--- config.mk ---
export PLATFORM = sky130hd
export DESIGN_NAME = blocked_lane_word_hash64
export DESIGN_NICKNAME = d
export VERILOG_FILES = /design/src/sv/bhash_pkg.sv /design/src/sv/bhash_ram.sv /design/src/sv/bhash_mul.sv /design/src/sv/blocked_lane_word_hash64.sv
export SDC_FILE = /design/constraint.sdc
export NUM_CORES = 2
export LEC_CHECK = 0
export BUFFER_PORTS_ARGS = -buffer_cell sky130_fd_sc_hd__buf_2
export CORE_ASPECT_RATIO = 1.4
export CORE_MARGIN = 1.5
export CORE_UTILIZATION = 60
export DETAILED_ROUTE_END_ITERATION = 6
export PLACE_DENSITY = 0.87
export SYNTH_ARGS = -nofsm -noshare
export SYNTH_HDL_FRONTEND = slang
export SYNTH_SLANG_ARGS = --single-unit
--- constraint.sdc ---
create_clock -name clock -period 31.6 [get_ports clock]
set_clock_uncertainty 0.05 [all_clocks]
set_input_delay 4.74 -clock clock [delete_from_list [all_inputs] [get_ports clock]]
set_output_delay 4.74 -clock clock [all_outputs]
set_load 0.1 [all_outputs]
--- src/sv/bhash_pkg.sv ---
// shared types, constants and mixing functions for the blocked lane word hash
// no dependencies; imported by the multiplier unit and the top level
package bhash_pkg;

   // multiplier constants of the twist and of the lane update
   localparam logic [31:0] TWIST_W_MULT = 32'h9908_b0df;
   localparam logic [31:0] TWIST_H_MULT = 32'd1812433253;
   localparam logic [31:0] LANE_MULT    = 32'd65521;

   // shift amounts of the twist
   localparam int unsigned W_SHIFT_A = 15;
   localparam int unsigned W_SHIFT_B = 17;
   localparam int unsigned H_SHIFT   = 62;

   // command to the shared multiply-add unit: result = x * coef + addend
   typedef struct packed {
      logic [63:0] x;
      logic [31:0] coef;
      logic [63:0] addend;
   } mul_cmd_type;

   // xor-shift and add-shift applied to the scaled word
   function automatic logic [63:0] twist_mix_word(input logic [63:0] w1);
      logic signed [63:0] s1;
      logic signed [63:0] s2;
      logic [63:0]        w2;
      s1 = w1;
      w2 = w1 ^ 64'(s1 >>> W_SHIFT_A);
      s2 = w2;
      return w2 + 64'(s2 >>> W_SHIFT_B);
   endfunction

   // xor-shift applied to the running hash
   function automatic logic [63:0] twist_mix_hash(input logic [63:0] h);
      logic signed [63:0] s;
      s = h;
      return h ^ 64'(s >>> H_SHIFT);
   endfunction

endpackage

--- src/sv/bhash_ram.sv ---
// generic single write port, single read port memory with registered read
// no dependencies; holds the hash lanes
module bhash_ram #(
   parameter int WIDTH = 64,
   parameter int DEPTH = 16,
   localparam int ADDR_W = (DEPTH > 1) ? $clog2(DEPTH) : 1
) (
   input  logic              clock,
   input  logic              wr_en,
   input  logic [ADDR_W-1:0] wr_addr,
   input  logic [WIDTH-1:0]  wr_data,
   input  logic [ADDR_W-1:0] rd_addr,
   output logic [WIDTH-1:0]  rd_data
);

   logic [WIDTH-1:0] mem_ff [DEPTH];
   logic [WIDTH-1:0] rd_data_ff;

   // write port and registered read
   always_ff @(posedge clock) begin
      if (wr_en) begin
         mem_ff[wr_addr] <= wr_data;
      end
      rd_data_ff <= mem_ff[rd_addr];
   end

   assign rd_data = rd_data_ff;

endmodule

--- src/sv/bhash_mul.sv ---
// shared 64x32 multiply-add unit built on one 32x32 multiplier, two passes
// depends on bhash_pkg for the command type
module bhash_mul
   import bhash_pkg::*;
(
   input  logic        clock,
   input  logic        reset,
   input  logic        start,
   input  mul_cmd_type cmd,
   output logic        done,
   output logic [63:0] result
);

   typedef enum logic [1:0] {
      M_IDLE,
      M_LO,
      M_HI
   } mul_state_type;

   mul_state_type state_ff;
   logic [63:0]   x_ff;
   logic [31:0]   coef_ff;
   logic [63:0]   acc_ff;
   logic          done_ff;
   logic [31:0]   mul_a;
   logic [63:0]   prod;

   // one 32x32 multiplier, low half first, then high half
   always_comb begin
      mul_a = (state_ff == M_HI) ? x_ff[63:32] : x_ff[31:0];
      prod  = 64'(mul_a) * 64'(coef_ff);
   end

   // sequencer and accumulation of the partial products
   always_ff @(posedge clock) begin
      if (reset) begin
         state_ff <= M_IDLE;
         done_ff  <= 1'b0;
      end else begin
         // done is registered, high in the cycle after the high pass
         done_ff <= (state_ff == M_HI);
         case (state_ff)
            M_IDLE: begin
               if (start) begin
                  x_ff     <= cmd.x;
                  coef_ff  <= cmd.coef;
                  acc_ff   <= cmd.addend;
                  state_ff <= M_LO;
               end
            end
            M_LO: begin
               acc_ff   <= acc_ff + prod;
               state_ff <= M_HI;
            end
            M_HI: begin
               acc_ff   <= acc_ff + {prod[31:0], 32'h0};
               state_ff <= M_IDLE;
            end
            default: begin
               state_ff <= M_IDLE;
            end
         endcase
      end
   end

   assign done   = done_ff;
   assign result = acc_ff;

endmodule

--- src/sv/blocked_lane_word_hash64.sv ---
// Blocked lane word hash, 64 bits: top level with the item sequencer.
// Each request transaction carries one 64-bit message word (or none, when
// req_no_data is set); req_is_last closes the message and req_byte_length
// goes into the final twist. One response transaction carries the hash.
// csr_hash_seed is written with csr_wr_en and is taken at message start.
// req_ready is high only while no transaction is in work. All work is
// paced by the one shared 32x32 multiplier (two passes per 64-bit product):
//   twist: scaled word product, then hash term; first transaction of a
//   message: a twist per lane first loads the lanes from the seed
//   word without group end: lane read, lane update product, lane write
//   group fold, after the word that fills the group: read and twist each lane
//   last transaction: fold of a partial group, final twist, output load
// After reset no message is open, the seed is zero and the lane memory
// needs no clearing. A finished hash waits in the output register; while
// it is not taken the block still accepts transactions, and only a further
// hash stalls until the output register frees.
module blocked_lane_word_hash64
   import bhash_pkg::*;
#(
   parameter int LANE_COUNT = 16
) (
   input  logic               clock,
   input  logic               reset,
   input  logic               csr_wr_en,
   input  logic signed [63:0] csr_hash_seed,
   input  logic               req_valid,
   output logic               req_ready,
   input  logic [63:0]        req_data_word,
   input  logic               req_is_last,
   input  logic               req_no_data,
   input  logic [30:0]        req_byte_length,
   output logic               rsp_valid,
   input  logic               rsp_ready,
   output logic [63:0]        rsp_hash_value
);

   localparam int IDX_W = (LANE_COUNT > 1) ? $clog2(LANE_COUNT) : 1;
   localparam logic [IDX_W-1:0] LAST_IDX = IDX_W'(LANE_COUNT - 1);

   typedef enum logic [3:0] {
      S_IDLE,
      S_DATA,
      S_UPD_RD,
      S_UPD_WAIT,
      S_TAIL,
      S_FOLD_GO,
      S_FOLD_RD,
      S_TW_W,
      S_TW_WAIT1,
      S_TW_WAIT2,
      S_OUT
   } state_type;

   typedef enum logic [1:0] {
      MODE_INIT,
      MODE_FOLD,
      MODE_FINAL
   } mode_type;

   state_type   state_ff;
   mode_type    mode_ff;
   logic [IDX_W-1:0] idx_ff;
   logic [IDX_W-1:0] pos_ff;
   logic        in_msg_ff;
   logic [63:0] seed_ff;
   logic [63:0] acc_ff;
   logic [63:0] tw_h_ff;
   logic [63:0] tw_w_ff;
   logic [63:0] word_ff;
   logic        last_ff;
   logic        no_data_ff;
   logic [30:0] len_ff;
   logic        rsp_valid_ff;
   logic [63:0] rsp_hash_ff;

   logic [IDX_W-1:0] idx_in;
   logic [IDX_W-1:0] pos_in;
   logic        mul_start;
   mul_cmd_type mul_cmd;
   logic        mul_done;
   logic [63:0] mul_result;
   logic        ram_wr_en;
   logic [IDX_W-1:0] ram_wr_addr;
   logic [IDX_W-1:0] ram_rd_addr;
   logic [63:0] ram_rd_data;

   assign idx_in = IDX_W'(idx_ff + 1'b1);
   assign pos_in = IDX_W'(pos_ff + 1'b1);

   // shared multiply-add unit
   bhash_mul u_mul (
      .clock  (clock),
      .reset  (reset),
      .start  (mul_start),
      .cmd    (mul_cmd),
      .done   (mul_done),
      .result (mul_result)
   );

   // lane memory
   bhash_ram #(
      .WIDTH (64),
      .DEPTH (LANE_COUNT)
   ) u_lanes (
      .clock   (clock),
      .wr_en   (ram_wr_en),
      .wr_addr (ram_wr_addr),
      .wr_data (mul_result),
      .rd_addr (ram_rd_addr),
      .rd_data (ram_rd_data)
   );

   // multiplier commands: scaled word, hash term plus mixed word, lane update
   always_comb begin
      mul_start      = 1'b0;
      mul_cmd.x      = tw_w_ff;
      mul_cmd.coef   = TWIST_W_MULT;
      mul_cmd.addend = 64'h0;
      case (state_ff)
         S_TW_W: begin
            mul_start = 1'b1;
         end
         S_TW_WAIT1: begin
            mul_start      = mul_done;
            mul_cmd.x      = twist_mix_hash(tw_h_ff);
            mul_cmd.coef   = TWIST_H_MULT;
            mul_cmd.addend = twist_mix_word(mul_result);
         end
         S_UPD_RD: begin
            mul_start      = 1'b1;
            mul_cmd.x      = ram_rd_data;
            mul_cmd.coef   = LANE_MULT;
            mul_cmd.addend = word_ff;
         end
         default: begin
            mul_start = 1'b0;
         end
      endcase
   end

   // lane memory addressing: lane writes and read ahead
   always_comb begin
      ram_wr_en   = 1'b0;
      ram_wr_addr = idx_ff;
      ram_rd_addr = '0;
      case (state_ff)
         S_DATA: begin
            ram_rd_addr = pos_ff;
         end
         S_UPD_WAIT: begin
            ram_wr_en   = mul_done;
            ram_wr_addr = pos_ff;
         end
         S_TW_WAIT2: begin
            ram_wr_en   = mul_done && (mode_ff == MODE_INIT);
            ram_rd_addr = idx_in;
         end
         default: begin
            ram_wr_en = 1'b0;
         end
      endcase
   end

   // item sequencer, message state and output register
   always_ff @(posedge clock) begin
      if (reset) begin
         state_ff     <= S_IDLE;
         mode_ff      <= MODE_INIT;
         idx_ff       <= '0;
         pos_ff       <= '0;
         in_msg_ff    <= 1'b0;
         seed_ff      <= 64'h0;
         acc_ff       <= 64'h0;
         rsp_valid_ff <= 1'b0;
      end else begin
         if (csr_wr_en) begin
            seed_ff <= csr_hash_seed;
         end
         // output register empties when taken, unless a new hash loads now
         if (rsp_ready && (state_ff != S_OUT)) begin
            rsp_valid_ff <= 1'b0;
         end
         case (state_ff)
            S_IDLE: begin
               if (req_valid) begin
                  word_ff    <= req_data_word;
                  last_ff    <= req_is_last;
                  no_data_ff <= req_no_data;
                  len_ff     <= req_byte_length;
                  if (in_msg_ff) begin
                     state_ff <= S_DATA;
                  end else begin
                     // load the lane chain from the seed
                     mode_ff  <= MODE_INIT;
                     idx_ff   <= '0;
                     tw_h_ff  <= seed_ff;
                     tw_w_ff  <= 64'h0;
                     state_ff <= S_TW_W;
                  end
               end
            end
            S_DATA: begin
               state_ff <= no_data_ff ? S_TAIL : S_UPD_RD;
            end
            S_UPD_RD: begin
               state_ff <= S_UPD_WAIT;
            end
            S_UPD_WAIT: begin
               if (mul_done) begin
                  if (pos_ff == LAST_IDX) begin
                     pos_ff   <= '0;
                     state_ff <= S_FOLD_GO;
                  end else begin
                     pos_ff   <= pos_in;
                     state_ff <= S_TAIL;
                  end
               end
            end
            S_TAIL: begin
               if (!last_ff) begin
                  state_ff <= S_IDLE;
               end else if (pos_ff != '0) begin
                  state_ff <= S_FOLD_GO;
               end else begin
                  mode_ff  <= MODE_FINAL;
                  tw_h_ff  <= acc_ff;
                  tw_w_ff  <= {33'h0, len_ff};
                  state_ff <= S_TW_W;
               end
            end
            S_FOLD_GO: begin
               // first lane read is under way
               mode_ff  <= MODE_FOLD;
               idx_ff   <= '0;
               tw_h_ff  <= acc_ff;
               state_ff <= S_FOLD_RD;
            end
            S_FOLD_RD: begin
               tw_w_ff  <= ram_rd_data;
               state_ff <= S_TW_W;
            end
            S_TW_W: begin
               state_ff <= S_TW_WAIT1;
            end
            S_TW_WAIT1: begin
               if (mul_done) begin
                  state_ff <= S_TW_WAIT2;
               end
            end
            S_TW_WAIT2: begin
               if (mul_done) begin
                  case (mode_ff)
                     MODE_INIT: begin
                        tw_h_ff <= mul_result;
                        if (idx_ff == LAST_IDX) begin
                           acc_ff    <= seed_ff;
                           pos_ff    <= '0;
                           in_msg_ff <= 1'b1;
                           state_ff  <= S_DATA;
                        end else begin
                           idx_ff   <= idx_in;
                           tw_w_ff  <= {{(64 - IDX_W){1'b0}}, idx_in};
                           state_ff <= S_TW_W;
                        end
                     end
                     MODE_FOLD: begin
                        acc_ff  <= mul_result;
                        tw_h_ff <= mul_result;
                        if (idx_ff == LAST_IDX) begin
                           pos_ff   <= '0;
                           state_ff <= S_TAIL;
                        end else begin
                           idx_ff   <= idx_in;
                           state_ff <= S_FOLD_RD;
                        end
                     end
                     default: begin
                        state_ff <= S_OUT;
                     end
                  endcase
               end
            end
            S_OUT: begin
               if (!rsp_valid_ff || rsp_ready) begin
                  rsp_valid_ff <= 1'b1;
                  rsp_hash_ff  <= mul_result;
                  in_msg_ff    <= 1'b0;
                  pos_ff       <= '0;
                  state_ff     <= S_IDLE;
               end
            end
            default: begin
               state_ff <= S_IDLE;
            end
         endcase
      end
   end

   assign req_ready      = (state_ff == S_IDLE);
   assign rsp_valid      = rsp_valid_ff;
   assign rsp_hash_value = rsp_hash_ff;

endmodule
==> results.py <==
metrics = {
    "route": {
        "routed_via_density": 6.676,
        "drt_iter0_markers": 9816,
        "firstDrtPassIters": 7,
        "vias": 75586,
        "wl_per_cell_um": 31.25,
        "ant_nets": 0,
        "drc": 0,
        "drt_wl_total_mm": 353.8,
    },
    "sta": {
        "min_period_ps": 13010,
        "grt_setup_unrepaired": "false",
        "hold_violations": 0,
        "slew_violations": 0,
        "slew_headroom": 0.1476,
        "tns_ps": 0,
        "worst_pin_slew_ps": 1279,
        "setup_ws_ps": 18590,
        "fmax_mhz": 76.89,
        "setup_viol": 0,
        "timing.final.crit_share": 0.4116,
    },
    "layout": {
        "finalNonFillerCells": 11322,
        "final_cell_mix": "1455 x nand2_1, 1447 x edfxtp_1, 907 x inv_1",
        "fin_nets": 10367,
        "syn2layout_area_growth_pct": 8.294,
        "final_common_cell": "nand2_1",
        "fin_area_mm2": 0.1083,
        "drive_above_1_share": 0.07616,
    },
    "yosys": {
        "synth-edff-count": 1447,
        "yosys_warnings": 0,
        "synthCells": 9006,
        "synth_cell_types": 95,
        "ys_seq_elements": 1658,
        "synthesis.nets": 10339,
        "synthArstFlopShare": 0,
        "ys_seq_area_frac": 0.4768,
        "avgSynthCellArea_um2": 11.10,
        "synthesis.area_mm2": 0.09999,
        "synth-main-ff-cell": "edfxtp_1",
    },
    "flow_run": {
        "max_cap_violations": 0,
    },
    "floorplan": {
        "rows": 177,
        "die_h_um": 486.0,
        "die_w_um": 348.0,
        "io_pins": 232,
        "start_util": 0.6028,
        "core_mm2": 0.1659,
        "dieArea_mm2": 0.1691,
    },
    "clock_network": {
        "cts.sinks": 1658,
        "clock_path_buffers": 3,
        "cts_root_buffer": "clkbuf_16",
        "cts_tree": "built",
        "cts_made_buffers": 140,
        "holdBufCountCts": 0,
        "post_cts_buffers": 0,
        "postCtsResizedCells": 0,
        "path_clk_slew_ps": 80,
        "cts-htree-levels": 4,
        "clkLatencyLatePin_ps": 810,
    },
    "setup_path": {
        "crit_path_top_delay_cell": "mux2i_1",
        "r2r_cells": 37,
        "reg2reg_slack_ps": 18590,
        "critPathCaptureType": "flip-flop",
        "cpPeakStageDelay_ps": 920,
        "critPathKind": "reg -> reg",
        "startpoint_type": "flip-flop",
        "critPathMostFrequentCell": "fa_1",
        "worst-path-max-fanout": 33,
        "startpoint": "u_mul.state_ff[0]",
        "required_ps": 32060,
        "r2r-start": "u_mul.state_ff[0]",
        "cp.arrival_ps": 13460,
    },
    "place": {
        "place_congestion": 1.060,
        "place_inst": 11038,
        "port_buffers": 231,
        "post-dp-hpwl_mm": 248.5,
        "placed_area_mm2": 0.1033,
        "pre_cts_ws_ps": 18920,
    },
    "grt": {
        "grt_pass1_vias": 76417,
        "grt_pass1_wl_mm": 507.1,
        "grt_use_total": 0.4161,
        "gr-total-overflow": 0,
        "antenna_found_initial": 28,
        "grt_max_degree": 171,
    },
    "outcome": {
        "outcome": "finished clean",
    },
    "worst_hold_path": {
        "hp-class": "reg -> reg",
        "holdPathStages": 2,
        "min_from": "acc_ff[22]",
    },
}
[state kept, by name, summed over array words and instances (netlist names), 6 cells and up]
| register | flops |
|---|---|
| seed_ff | 64 |
| u_mul.coef_ff | 6 |
| tw_h_ff | 64 |
| u_mul.result | 64 |
| word_ff | 64 |
| tw_w_ff | 64 |
| u_lanes.rd_data | 64 |
| u_lanes.mem_ff | 1024 |
| len_ff | 31 |
| acc_ff | 64 |
| u_mul.x_ff | 64 |
| rsp_hash_value | 64 |
[synth_stat cells, drive strengths merged, types with 162 or more instances]
library cell  instances  area, um^2
nor2                390        1469
edfxtp             1447       43450
inv                 910        3416
and3                162        1013
xnor2               230        2014
nand3               321        1612
nand2              1457        5469
a311oi              194        1699
a21oi               349        1750
fa                  620       12410
dfxtp               211        4224
clkbuf              415        1559
a21o                162        1216
ha                  547        6844
[critical path: cells and delay by family, from the launching register on]
family,cells,cell delay [ps]
compound gates,15,3720
xor+xnor,2,370
fa+ha+maj,11,5570
buf+inv,5,940
flops,1,330
mux,1,920
simple gates,3,800
[per-stage QoR]
step	hold slack [ps]	utilization
CTS	450.0	0.6523
finish	451.1	0.6528
global placement	434.4	0.6230
floorplan	427.8	-
global route	471.3	0.6525
detailed placement	442.2	0.6230
[kinds of logic (layout without fill, tap and decap cells)]
| family | Yosys count | count (layout) | share of synthesized area |
|---|---|---|---|
| other cells | 0 | 22 | 0 |
| buf+inv | 1399 | 1545 | 0.05289 |
| compound gates | 1536 | 1536 | 0.1083 |
| fa+ha+maj | 1167 | 1167 | 0.1926 |
| flops | 1658 | 1658 | 0.4768 |
| xor+xnor | 379 | 379 | 0.03320 |
| simple gates | 2698 | 2698 | 0.1190 |
| mux | 169 | 169 | 0.01726 |
[path summary, 6_finish.rpt]
kind,to
hold reg to reg,acc_ff[22]
hold / removal,acc_ff[22]
setup / recovery,u_mul.result[55]
setup reg to reg,u_mul.result[55]
[metal layers]
layer | share of wire | vias up | track usage
li1 | - | 31602 | -
met1 | 0.31 | 36715 | 0.4518
met2 | 0.47 | 5707 | 0.6731
met3 | 0.11 | 1540 | 0.09822
met4 | 0.11 | 22 | 0.3867
met5 | 0.00040 | - | 0
[area by class of cell]
cell class                      instances  area, um^2
Tap cell                             2148        2688
Fill cell                           12035       57590
Clock inverter                         76        1020
Antenna cell                           22       55.05
Timing Repair Buffer                  372        2295
Inverter                              913        3430
Sequential cell                      1658       47680
Clock buffer                          184        3841
Multi-Input combinational cell       5949       47280
Power is not shown: default switching activity piles up to over one toggle a cycle in this logic, so the estimate is an artifact.
